**src/hdl/s5hp_pkg.sv**
```systemverilog
package s5hp_pkg;

	typedef enum logic [2:0] {
		EV_CONSUMED = 3'd0,
		EV_GREETED  = 3'd1,
		EV_ACC_V4   = 3'd2,
		EV_ACC_DOM  = 3'd3,
		EV_REJECT   = 3'd4,
		EV_BAD_ATYP = 3'd5,
		EV_IGNORED  = 3'd6
	} event_t;

	localparam logic [7:0] SOCKS_VER   = 8'h05;
	localparam logic [7:0] CMD_CONNECT = 8'h01;
	localparam logic [7:0] ATYP_IPV4   = 8'h01;
	localparam logic [7:0] ATYP_DOMAIN = 8'h03;
	localparam logic [7:0] ATYP_IPV6   = 8'h04;
	localparam logic [7:0] V4_LEN      = 8'd4;
	localparam logic [7:0] V6_LEN      = 8'd16;

	typedef struct packed {
		event_t      event_res;
		logic [7:0]  name_byte;
		logic        name_byte_valid;
		logic [7:0]  name_index;
		logic [31:0] target_ipv4;
		logic [15:0] target_port;
		logic [7:0]  name_length;
	} res_t;

endpackage

```
**src/hdl/s5hp_if.sv**
```systemverilog
interface s5hp_byte_if;
	logic       valid;
	logic       ready;
	logic [7:0] data_byte;
	logic       new_connection;

	modport source(output valid, output data_byte, output new_connection, input ready);
	modport sink(input valid, input data_byte, input new_connection, output ready);
endinterface

interface s5hp_res_if;
	logic        valid;
	logic        ready;
	logic [2:0]  event_res;
	logic [7:0]  name_byte;
	logic        name_byte_valid;
	logic [7:0]  name_index;
	logic [31:0] target_ipv4;
	logic [15:0] target_port;
	logic [7:0]  name_length;

	modport source(output valid, output event_res, output name_byte, output name_byte_valid,
		output name_index, output target_ipv4, output target_port, output name_length,
		input ready);
	modport sink(input valid, input event_res, input name_byte, input name_byte_valid,
		input name_index, input target_ipv4, input target_port, input name_length,
		output ready);
endinterface

```
**src/hdl/socks5_handshake_parser.sv**
```systemverilog
// SOCKS5 client-side handshake parser. Takes the client stream one byte per beat on
// stream and returns exactly one result beat on result for every byte: consumed,
// greeting done (reply 05 00 due), accept IPv4, accept domain, rejected, bad address
// type, or ignored. Domain name bytes come out with their index; the IPv4 address,
// port and name length are shown only with the outcome that carries them and are
// zero otherwise. Raising new_connection with a byte restarts parsing at the
// greeting before that byte is taken. After an accept, a reject or a bad address
// type every byte is reported as ignored until a new connection starts. Throughput
// is one byte per clock while the result queue has room; a byte waits in the input
// register until the two-entry result queue has room, and its result is available
// from the queue on the following cycle after it is written. The per-byte state
// update is the single step between the input register and the result queue.
module socks5_handshake_parser import s5hp_pkg::*; (
	input  logic          clk,
	input  logic          arst_n,
	s5hp_byte_if.sink     stream,
	s5hp_res_if.source    result
);

	// input register
	logic       valid_s1;
	logic [7:0] data_s1;
	logic       newconn_s1;

	logic       fifo_space;
	logic       advance;
	res_t       step_res;
	res_t       out_res;

	// the byte in the input register steps the parser when the queue has room
	assign advance      = valid_s1 && fifo_space;
	assign stream.ready = !valid_s1 || advance;

	always_ff @(posedge clk or negedge arst_n) begin
		if (!arst_n) begin
			valid_s1 <= 1'b0;
		end else if (stream.ready) begin
			valid_s1 <= stream.valid;
		end
	end

	always_ff @(posedge clk) begin
		if (stream.ready && stream.valid) begin
			data_s1    <= stream.data_byte;
			newconn_s1 <= stream.new_connection;
		end
	end

	// parser state and per-byte result
	s5hp_parse u_parse (
		.clk            (clk),
		.arst_n         (arst_n),
		.step_en        (advance),
		.data_byte      (data_s1),
		.new_connection (newconn_s1),
		.res            (step_res)
	);

	// result queue decouples result.ready from stream.ready
	s5hp_res_fifo u_fifo (
		.clk       (clk),
		.arst_n    (arst_n),
		.wr_en     (advance),
		.wr_data   (step_res),
		.has_space (fifo_space),
		.rd_valid  (result.valid),
		.rd_en     (result.valid && result.ready),
		.rd_data   (out_res)
	);

	assign result.event_res       = out_res.event_res;
	assign result.name_byte       = out_res.name_byte;
	assign result.name_byte_valid = out_res.name_byte_valid;
	assign result.name_index      = out_res.name_index;
	assign result.target_ipv4     = out_res.target_ipv4;
	assign result.target_port     = out_res.target_port;
	assign result.name_length     = out_res.name_length;

endmodule

```
**src/hdl/s5hp_parse.sv**
```systemverilog
module s5hp_parse import s5hp_pkg::*; (
	input  logic       clk,
	input  logic       arst_n,
	input  logic       step_en,
	input  logic [7:0] data_byte,
	input  logic       new_connection,
	output res_t       res
);

	typedef enum logic [3:0] {
		G_VER   = 4'd0,
		G_NMETH = 4'd1,
		G_METH  = 4'd2,
		R_VER   = 4'd3,
		R_CMD   = 4'd4,
		R_RSV   = 4'd5,
		R_ATYP  = 4'd6,
		R_V4    = 4'd7,
		R_V6    = 4'd8,
		R_DLEN  = 4'd9,
		R_DOM   = 4'd10,
		R_PHI   = 4'd11,
		R_PLO   = 4'd12,
		DONE    = 4'd13
	} step_t;

	step_t       step_q, cur_step, nxt_step;
	logic [7:0]  req_ver_q, cur_req_ver, nxt_req_ver;
	logic [7:0]  req_cmd_q, cur_req_cmd, nxt_req_cmd;
	logic [7:0]  atyp_q, cur_atyp, nxt_atyp;
	logic [7:0]  alen_q, cur_alen, nxt_alen;
	logic [7:0]  acnt_q, cur_acnt, nxt_acnt;
	logic [31:0] ipv4_q, cur_ipv4, nxt_ipv4;
	logic [7:0]  port_hi_q, cur_port_hi, nxt_port_hi;
	logic [7:0]  mtot_q, cur_mtot, nxt_mtot;
	logic [7:0]  mcnt_q, cur_mcnt, nxt_mcnt;
	logic [7:0]  acnt_inc, mcnt_inc;
	logic        req_ok;

	// new connection restarts from the reset state before this beat
	always_comb begin
		cur_step    = new_connection ? G_VER : step_q;
		cur_req_ver = new_connection ? 8'd0 : req_ver_q;
		cur_req_cmd = new_connection ? 8'd0 : req_cmd_q;
		cur_atyp    = new_connection ? 8'd0 : atyp_q;
		cur_alen    = new_connection ? 8'd0 : alen_q;
		cur_acnt    = new_connection ? 8'd0 : acnt_q;
		cur_ipv4    = new_connection ? 32'd0 : ipv4_q;
		cur_port_hi = new_connection ? 8'd0 : port_hi_q;
		cur_mtot    = new_connection ? 8'd0 : mtot_q;
		cur_mcnt    = new_connection ? 8'd0 : mcnt_q;
	end

	assign acnt_inc = cur_acnt + 8'd1;
	assign mcnt_inc = cur_mcnt + 8'd1;
	assign req_ok   = (cur_req_ver == SOCKS_VER) && (cur_req_cmd == CMD_CONNECT);

	always_comb begin
		nxt_step    = cur_step;
		nxt_req_ver = cur_req_ver;
		nxt_req_cmd = cur_req_cmd;
		nxt_atyp    = cur_atyp;
		nxt_alen    = cur_alen;
		nxt_acnt    = cur_acnt;
		nxt_ipv4    = cur_ipv4;
		nxt_port_hi = cur_port_hi;
		nxt_mtot    = cur_mtot;
		nxt_mcnt    = cur_mcnt;
		res         = '0;
		res.event_res = EV_CONSUMED;

		unique case (cur_step)
			G_VER: begin
				nxt_step = G_NMETH;
			end
			G_NMETH: begin
				nxt_mtot = data_byte;
				nxt_mcnt = 8'd0;
				if (data_byte == 8'd0) begin
					res.event_res = EV_GREETED;
					nxt_step = R_VER;
				end else begin
					nxt_step = G_METH;
				end
			end
			G_METH: begin
				nxt_mcnt = mcnt_inc;
				if (mcnt_inc == cur_mtot) begin
					res.event_res = EV_GREETED;
					nxt_step = R_VER;
				end
			end
			R_VER: begin
				nxt_req_ver = data_byte;
				nxt_step = R_CMD;
			end
			R_CMD: begin
				nxt_req_cmd = data_byte;
				nxt_step = R_RSV;
			end
			R_RSV: begin
				nxt_step = R_ATYP;
			end
			R_ATYP: begin
				nxt_atyp = data_byte;
				nxt_acnt = 8'd0;
				nxt_ipv4 = 32'd0;
				if (data_byte == ATYP_IPV4) begin
					nxt_alen = V4_LEN;
					nxt_step = R_V4;
				end else if (data_byte == ATYP_IPV6) begin
					nxt_alen = V6_LEN;
					nxt_step = R_V6;
				end else if (data_byte == ATYP_DOMAIN) begin
					nxt_alen = 8'd0;
					nxt_step = R_DLEN;
				end else begin
					res.event_res = EV_BAD_ATYP;
					nxt_step = DONE;
				end
			end
			R_V4: begin
				nxt_ipv4 = {cur_ipv4[23:0], data_byte};
				nxt_acnt = acnt_inc;
				if (acnt_inc >= V4_LEN) nxt_step = R_PHI;
			end
			R_V6: begin
				nxt_acnt = acnt_inc;
				if (acnt_inc >= V6_LEN) nxt_step = R_PHI;
			end
			R_DLEN: begin
				nxt_alen = data_byte;
				nxt_acnt = 8'd0;
				nxt_step = (data_byte == 8'd0) ? R_PHI : R_DOM;
			end
			R_DOM: begin
				res.name_byte       = data_byte;
				res.name_byte_valid = 1'b1;
				res.name_index      = cur_acnt;
				nxt_acnt = acnt_inc;
				if (acnt_inc == cur_alen) nxt_step = R_PHI;
			end
			R_PHI: begin
				nxt_port_hi = data_byte;
				nxt_step = R_PLO;
			end
			R_PLO: begin
				res.target_port = {cur_port_hi, data_byte};
				if (req_ok && cur_atyp == ATYP_IPV4) begin
					res.event_res   = EV_ACC_V4;
					res.target_ipv4 = cur_ipv4;
				end else if (req_ok && cur_atyp == ATYP_DOMAIN) begin
					res.event_res   = EV_ACC_DOM;
					res.name_length = cur_alen;
				end else begin
					res.event_res = EV_REJECT;
				end
				nxt_step = DONE;
			end
			default: begin
				res.event_res = EV_IGNORED;
			end
		endcase
	end

	always_ff @(posedge clk or negedge arst_n) begin
		if (!arst_n) begin
			step_q    <= G_VER;
			req_ver_q <= '0;
			req_cmd_q <= '0;
			atyp_q    <= '0;
			alen_q    <= '0;
			acnt_q    <= '0;
			ipv4_q    <= '0;
			port_hi_q <= '0;
			mtot_q    <= '0;
			mcnt_q    <= '0;
		end else if (step_en) begin
			step_q    <= nxt_step;
			req_ver_q <= nxt_req_ver;
			req_cmd_q <= nxt_req_cmd;
			atyp_q    <= nxt_atyp;
			alen_q    <= nxt_alen;
			acnt_q    <= nxt_acnt;
			ipv4_q    <= nxt_ipv4;
			port_hi_q <= nxt_port_hi;
			mtot_q    <= nxt_mtot;
			mcnt_q    <= nxt_mcnt;
		end
	end

endmodule

```
**src/hdl/s5hp_res_fifo.sv**
```systemverilog
module s5hp_res_fifo import s5hp_pkg::*; (
	input  logic clk,
	input  logic arst_n,
	input  logic wr_en,
	input  res_t wr_data,
	output logic has_space,
	output logic rd_valid,
	input  logic rd_en,
	output res_t rd_data
);

	res_t       mem_q [2];
	logic       wr_ptr_q, rd_ptr_q;
	logic [1:0] cnt_q;

	assign has_space = (cnt_q != 2'd2);
	assign rd_valid  = (cnt_q != 2'd0);
	assign rd_data   = mem_q[rd_ptr_q];

	always_ff @(posedge clk) begin
		if (wr_en) mem_q[wr_ptr_q] <= wr_data;
	end

	always_ff @(posedge clk or negedge arst_n) begin
		if (!arst_n) begin
			wr_ptr_q <= 1'b0;
			rd_ptr_q <= 1'b0;
			cnt_q    <= 2'd0;
		end else begin
			if (wr_en) wr_ptr_q <= ~wr_ptr_q;
			if (rd_en) rd_ptr_q <= ~rd_ptr_q;
			if (wr_en && !rd_en)      cnt_q <= cnt_q + 2'd1;
			else if (!wr_en && rd_en) cnt_q <= cnt_q - 2'd1;
		end
	end

endmodule

```
**src/flat_wrapper.sv**
```systemverilog
// flat-port wrapper written by rule: the top's interface ports become plain ports
module socks5_handshake_parser_flat import s5hp_pkg::*;
  (clk, arst_n, stream_valid, stream_data_byte, stream_new_connection, stream_ready, result_valid, result_event_res, result_name_byte, result_name_byte_valid, result_name_index, result_target_ipv4, result_target_port, result_name_length, result_ready);
  s5hp_byte_if stream_i ();
  s5hp_res_if result_i ();
  input  logic clk;
  input  logic arst_n;
  input wire logic [$bits(stream_i.valid)-1:0] stream_valid;
  input wire logic [$bits(stream_i.data_byte)-1:0] stream_data_byte;
  input wire logic [$bits(stream_i.new_connection)-1:0] stream_new_connection;
  output wire logic [$bits(stream_i.ready)-1:0] stream_ready;
  output wire logic [$bits(result_i.valid)-1:0] result_valid;
  output wire logic [$bits(result_i.event_res)-1:0] result_event_res;
  output wire logic [$bits(result_i.name_byte)-1:0] result_name_byte;
  output wire logic [$bits(result_i.name_byte_valid)-1:0] result_name_byte_valid;
  output wire logic [$bits(result_i.name_index)-1:0] result_name_index;
  output wire logic [$bits(result_i.target_ipv4)-1:0] result_target_ipv4;
  output wire logic [$bits(result_i.target_port)-1:0] result_target_port;
  output wire logic [$bits(result_i.name_length)-1:0] result_name_length;
  input wire logic [$bits(result_i.ready)-1:0] result_ready;
  assign stream_i.valid = stream_valid;
  assign stream_i.data_byte = stream_data_byte;
  assign stream_i.new_connection = stream_new_connection;
  assign stream_ready = stream_i.ready;
  assign result_valid = result_i.valid;
  assign result_event_res = result_i.event_res;
  assign result_name_byte = result_i.name_byte;
  assign result_name_byte_valid = result_i.name_byte_valid;
  assign result_name_index = result_i.name_index;
  assign result_target_ipv4 = result_i.target_ipv4;
  assign result_target_port = result_i.target_port;
  assign result_name_length = result_i.name_length;
  assign result_i.ready = result_ready;
  socks5_handshake_parser u_core (.clk(clk), .arst_n(arst_n), .stream(stream_i), .result(result_i));
endmodule
```
**config.mk**
```make
export PLATFORM = sky130hd
export DESIGN_NAME = socks5_handshake_parser_flat
export DESIGN_NICKNAME = d
export VERILOG_FILES = /design/src/hdl/s5hp_pkg.sv /design/src/hdl/s5hp_if.sv /design/src/hdl/socks5_handshake_parser.sv /design/src/hdl/s5hp_parse.sv /design/src/hdl/s5hp_res_fifo.sv /design/src/flat_wrapper.sv
export SDC_FILE = /design/constraint.sdc
export NUM_CORES = 1
export LEC_CHECK = 0
export CAP_MARGIN = 25
export CORE_AREA = 5 5 143 145
export DETAILED_ROUTE_END_ITERATION = 8
export DIE_AREA = 0 0 148 150
export DONT_BUFFER_PORTS = 1
export GPL_ROUTABILITY_DRIVEN = 0
export PLACE_DENSITY = 0.85
export SLEW_MARGIN = 20
export SYNTH_ARGS = -nofsm -noshare
export SYNTH_HDL_FRONTEND = slang
export SYNTH_SLANG_ARGS = --single-unit
```
**constraint.sdc**
```tcl
create_clock -name clk -period 6.5 [get_ports clk]
set_clock_uncertainty 0.2 [all_clocks]
set_input_delay 0.65 -clock clk [delete_from_list [all_inputs] [get_ports clk]]
set_output_delay 0.65 -clock clk [all_outputs]
set_load 0.01 [all_outputs]
```
==> results.cfg, run 1 <==
[power_and_ir_drop]
p_clk_share_pct = 29.2
p_leak_nw = 5.009
power_frac_seq_pct = 45.7
intPower_mw = 3.774
power.density_mw_per_mm2 = 421.7
combPwrFrac_pct = 25.0
peakVddDrop_uv = 265.6
p_sw_share_pct = 31.51
p_switching_mw = 1.737

[clock_tree]
cts.sinks = 266
clk_pin_slew_ns = 0.06
numCtsBuffers = 26
htree_levels = 1
cts_setup_buffers = 0
cts-root-buf = clkbuf_16
worstSkewPairLatency_ns = 0.52
hold_buffers = 2
cts_tree = built
clock_path_buffers = 3
post_cts_resized = 0

[floorplanning]
fp-row-count = 51
die_height_um = 150
ios = 91
coreArea_mm2 = 0.01908
die_w_um = 148
die_area_mm2 = 0.02220
initial_utilization_pct = 62.50

[layout]
largest_reg_flops = 152
final_util_pct = 68.50
multi_input_area_mm2 = 0.004158
seq_area_mm2 = 0.007463
regMostFlops = u_core.u_fifo.mem_q
fill_cells = 1252
drive_gt1_share_pct = 15.83
layout.nets = 931
synthToLayoutAreaGrowth_pct = 9.601
reg_top3 = u_core.u_fifo.mem_q x152, u_core.u_parse.ipv4_q x32
num_antenna_cells = 0

[synthesis]
synth-seq-area-share_pct = 62.58
yosysTopAreaCellShare_pct = 40.55
avgSynthCellArea_um2 = 12.66
synth_edf_count = 161
synth_area_leader_cell = edfxtp_1
synth_area_leaders = edfxtp_1 (41%), dfrtp_1 (22%), mux2_2 (7.2%)
syn_area_mm2 = 0.01192
synth.most_common_cell = edfxtp_1
ys.flop_type = edfxtp_1
synth_seq_cells = 266
synthesis.nets = 958
async_flop_share_pct = 39.47
synthCells = 942
synth_common_cells = edfxtp_1 (161), dfrtp_1 (105), mux2_2 (76), nand2_1 (70), o21ai_0 (69)
yosysUniqueCellTypes = 69
ys_warn_count = 0

[critical_path]
reg2reg_slack_ns = 2.99
cp-end-kind = flip-flop
r2r_end = u_core.u_fifo.mem_q[1][26]
worst_ep_arrival_time_ns = 3.69
crit_fanout = 32
reg2reg_depth = 7
timing.rr.start = u_core.u_parse.step_q[3]
crit_path_start_kind = flip-flop
required_ns = 6.67
worstSetupPathType = flip-flop to flip-flop

[grt]
antenna_found_initial = 0
grt_max_degree = 106
grt_first_pass_wirelength_mm = 40.46
use_met2_pct = 37.31
grt.met1_usage_pct = 31.68
met3_usage_pct = 4.422
gr-total-overflow = 0
grt_busiest_layer = met2
grt_pass1_vias = 7396
grt_use_total_pct = 22.70

[run_status]
status = completed

[detailed_routing]
viasPerCell = 6.511
drt_iter0_drc = 841
wl_per_cell_um = 21.58
firstDrtPassIters = 5
drc = 0
routed_wl_mm = 25.32
vias = 7637
drtAntennaViolNets = 0

[timing]
fin_crit_sh_pct = 54.07
period_needed_ns = 3.514
slew_headroom_pct = 39.22
slew_viol_final = 0
final_hold_viol_count = 0
tns_ns = 0
fmax_ghz = 0.2846
rsz0062_at_grt = false
tightest_slew_ns = 0.9118
finalSetupViolCount = 0

[job]
max-cap-violations = 0

[placed_design]
place_hpwl_mm = 15.72
io_buffers = 0

[worst_hold_path]
min_to = u_core.data_s1[0]
hold_path_class = primary input to flip-flop
holdPathStages = 0
min_from = stream_data_byte[0]
-- final cells by class --
cell class              count  share of cell area [%]
flip-flops and latches    266                   57.11
well taps                 238                   2.279
multi-input cells         597                   31.81
inverters                   6                  0.1723
repair buffers             18                   1.494
clock inverters            16                   1.742
clock buffers              32                   5.390
-- cell families after synthesis --
| family | Yosys count | synth area share [%] |
|---|---|---|
| DFF | 266 | 62.58 |
| AOI/OAI and AO/OA | 228 | 12.71 |
| adders and majority gates | 3 | 0.3148 |
| muxes | 77 | 7.261 |
| and+or+nand+nor | 263 | 12.50 |
| xor gates and xnor gates | 26 | 1.910 |
| buffers and inverters | 79 | 2.728 |
-- worst max-delay path, stage by stage, from the launching register on --
cell and delay (ns):
dfrtp_1 0.74, and2b_1 0.56, and3_1 0.59, nor3b_1 0.30
buf_4 0.24, nor3b_2 0.18, buf_4 0.29, and2_1 0.22
-- cell usage in the layout (no fill, tap or decap), types with 27 or more instances in the layout --
cell / count
a21oi_1: 29
a22o_1: 37
a22oi_1: 43
and2_1: 51
and3_1: 28
clkbuf_16: 27
dfrtp_1: 104
edfxtp_1: 161
mux2_2: 76
nand2_1: 69
o21ai_0: 69
-- through the flow --
stage / cell area [µm²] / instances / hold WS (ns) / power [mW] / setup slack, ns
5_1_grt: 13070 / 1173 / 0.004842 / 5.762 / 2.776
2_1_floorplan: 11920 / 942 / 0.1544 / 3.568 / 1.601
6_report: 13070 / 1173 / 0.02682 / 5.511 / 2.986
3_3_place_gp: 12010 / 1116 / 0.1633 / 3.839 / 3.101
3_5_place_dp: 12010 / 1116 / 0.1624 / 3.895 / 3.092
4_1_cts: 12980 / 1166 / 0.007757 / 5.524 / 3.061
-- layer usage --
metal	wire length, µm	vias to the layer above
met4	545	0
met2	12270	334
met3	1879	51
met5	0	-
li1	-	3471
met1	10630	3781
-- power by group through the flow --
stage	Combinational, mW	Sequential, mW	Clock [mW]
2_1_floorplan	1.16	2.41	0
3_3_place_gp	1.32	2.52	0
3_5_place_dp	1.34	2.55	0
4_1_cts	1.37	2.52	1.63
5_1_grt	1.49	2.56	1.72
6_report	1.38	2.52	1.61
-- worst max-delay path by stage --
stage,from,to,slack (ns),cells past startpoint
after floorplan,u_core.u_fifo.cnt_q[0],u_core.u_fifo.mem_q[0][0],1.60,5
after global placement,u_core.u_fifo.cnt_q[0],u_core.u_fifo.cnt_q[1],3.10,7
after detailed placement,u_core.u_fifo.cnt_q[0],u_core.u_fifo.cnt_q[1],3.09,8
after CTS,u_core.u_parse.step_q[3],u_core.u_fifo.mem_q[1][26],3.06,7
after global routing,u_core.u_fifo.cnt_q[0],u_core.u_parse.acnt_q[3],2.78,8
final,u_core.u_parse.step_q[3],u_core.u_fifo.mem_q[1][26],2.99,7
No activity file was read; power rests on OpenSTA's default activity.
==> run 2: changes to the inputs <==
==> constraint.sdc (replaced) <==
create_clock -name clk -period 3.3 [get_ports clk]
set_clock_uncertainty 0.2 [all_clocks]
set_input_delay 0.33 -clock clk [delete_from_list [all_inputs] [get_ports clk]]
set_output_delay 0.33 -clock clk [all_outputs]
set_load 0.01 [all_outputs]
==> run 2 against run 1 <==
Net effect:
- count of clock-buffer cells in the layout up 6
- hold slack gained 0.075 ns
- critical path depth is the same
- final cell count is 2.2% higher
- clock power rose by 88%
- sequential share of layout area decreased by 0.68 points
- critical endpoint is now u_core.u_parse.acnt_q[4]
- largest power group unchanged
==> results.cfg, run 2 (synthesis results as in run 1) <==
[power_and_ir_drop]
p_switching_mw = 3.531
peakVddDrop_uv = 537.2
finalPower_mw = 10.80
p_clk_share_pct = 28.0
p_leak_nw = 5.108
combPwrFrac_pct = 26.7
p_sw_share_pct = 32.70
power_frac_seq_pct = 45.3
power.density_mw_per_mm2 = 816.3
intPower_mw = 7.265

[placed_design]
io_buffers = 0
place_hpwl_mm = 16.57
placed_area_mm2 = 0.01218
pre_cts_slack_ns = 0.3813

[layout]
num_antenna_cells = 0
synthToLayoutAreaGrowth_pct = 10.91
layout.nets = 956
drive_gt1_share_pct = 17.90
final_common_cell = edfxtp_1
layout_common_cells = edfxtp_1 (161), dfrtp_1 (104), mux2_2 (76)
reg_top3 = u_core.u_fifo.mem_q x152, u_core.u_parse.ipv4_q x32
largest_reg_flops = 152
regMostFlops = u_core.u_fifo.mem_q
fin_area_mm2 = 0.01323

[critical_path]
required_ns = 3.56
crit_path_start_kind = flip-flop
worst_ep_arrival_time_ns = 3.23
cp-end-kind = flip-flop
worstSetupPathType = flip-flop to flip-flop
crit_fanout = 22

[floorplanning]
initial_utilization_pct = 62.50
die_area_mm2 = 0.02220
die_w_um = 148
coreArea_mm2 = 0.01908
fp-row-count = 51
ios = 91
die_height_um = 150

[clock_tree]
worstSkewPairLatency_ns = 0.54
cts_setup_buffers = 0
clk_pin_slew_ns = 0.06
numCtsBuffers = 27
htree_levels = 1
cts.sinks = 266
cts-root-buf = clkbuf_16
clock_path_buffers = 3
cts_tree = built
post_cts_resized = 0

[grt]
grt_pass1_vias = 7558
gr-total-overflow = 0
grt_max_degree = 106
grt_use_total_pct = 23.70
antenna_found_initial = 0
grt_first_pass_wirelength_mm = 41.97

[job]
max-cap-violations = 0

[timing]
slew_headroom_pct = 43.69
period_needed_ns = 2.969
tightest_slew_ns = 0.8382
fin_ws_ns = 0.3313
rsz0062_at_grt = false
fin_crit_sh_pct = 89.96
finalSetupViolCount = 0
fmax_ghz = 0.3368
final_hold_viol_count = 0
hold_slack_ns = 0.1015
tns_ns = 0
slew_viol_final = 0

[run_status]
status = completed

[detailed_routing]
wl_per_cell_um = 21.92
viasPerCell = 6.585
drt_iter0_drc = 819
vias = 7896
firstDrtPassIters = 5
routed_wl_mm = 26.29
drtAntennaViolNets = 0
drc = 0

[worst_hold_path]
hold_path_class = primary input to flip-flop
run 2: final cells by class:
class                      instances  area [µm²]
clock buffer                      38       797.0
clock inverter                    12       105.1
fill                            1228        5854
inverter                           6       22.52
multi-input combinational        597        4154
sequential                       266        7463
tap                              238       297.8
timing repair buffer              42       385.4
run 2: stage by stage:
| stage | utilization (%) | cells |
|---|---|---|
| final | 69.32 | 1199 |
| after global routing | 69.32 | 1199 |
| after detailed placement | 63.81 | 1136 |
| after CTS | 69.32 | 1199 |
| after global placement | 63.74 | 1135 |
| after floorplan | - | 942 |
run 2: worst max-delay path, cell delays in order, from the launching register on:
cell	delay (ns)
edfxtp_1	0.79
buf_4	0.33
nand2b_1	0.28
o22ai_1	0.18
or2_2	0.37
o21ai_1	0.41
o21ai_0	0.21
o21ai_0	0.11
run 2: routing by layer:
| metal | vias up | track usage, % | wire, µm |
|---|---|---|---|
| li1 | 3527 | - | - |
| met3 | 55 | 3.755 | 1924 |
| met2 | 363 | 39.32 | 13100 |
| met4 | 0 | 7.067 | 582 |
| met1 | 3951 | 32.79 | 10680 |
| met5 | - | 0 | 0 |
run 2: final timing paths:
| kind | start | to | slack, ns | cells past startpoint |
|---|---|---|---|---|
| min | stream_valid | u_core.data_s1[6] | 0.10 | 1 |
| min reg2reg | u_core.u_parse.atyp_q[0] | u_core.u_parse.atyp_q[0] | 0.30 | 1 |
| max in group asynchronous | arst_n | u_core.u_fifo.rd_ptr_q | 2.28 | 2 |
| min in group asynchronous | arst_n | u_core.u_parse.mtot_q[7] | 0.16 | 2 |
| max reg2reg | u_core.newconn_s1 | u_core.u_parse.acnt_q[4] | 0.33 | 7 |
| max | u_core.newconn_s1 | u_core.u_parse.acnt_q[4] | 0.33 | 7 |
run 2: power by group through the flow:
stage                     combinational [mW]  sequential (mW)  clock, mW
after global routing                    3.11             4.96       3.21
after global placement                  2.77             4.88          0
after floorplan                         2.28             4.73          0
after CTS                               2.90             4.88       3.05
final                                   2.88             4.89       3.02
after detailed placement                2.83             4.94          0
run 2: timing repair:
| action | in CTS | in global routing |
|---|---|---|
| endpoints found under the hold margin | 117 | 0 |
| hold buffers | 13 | 0 |
| endpoints found under the setup margin | 0 | 0 |
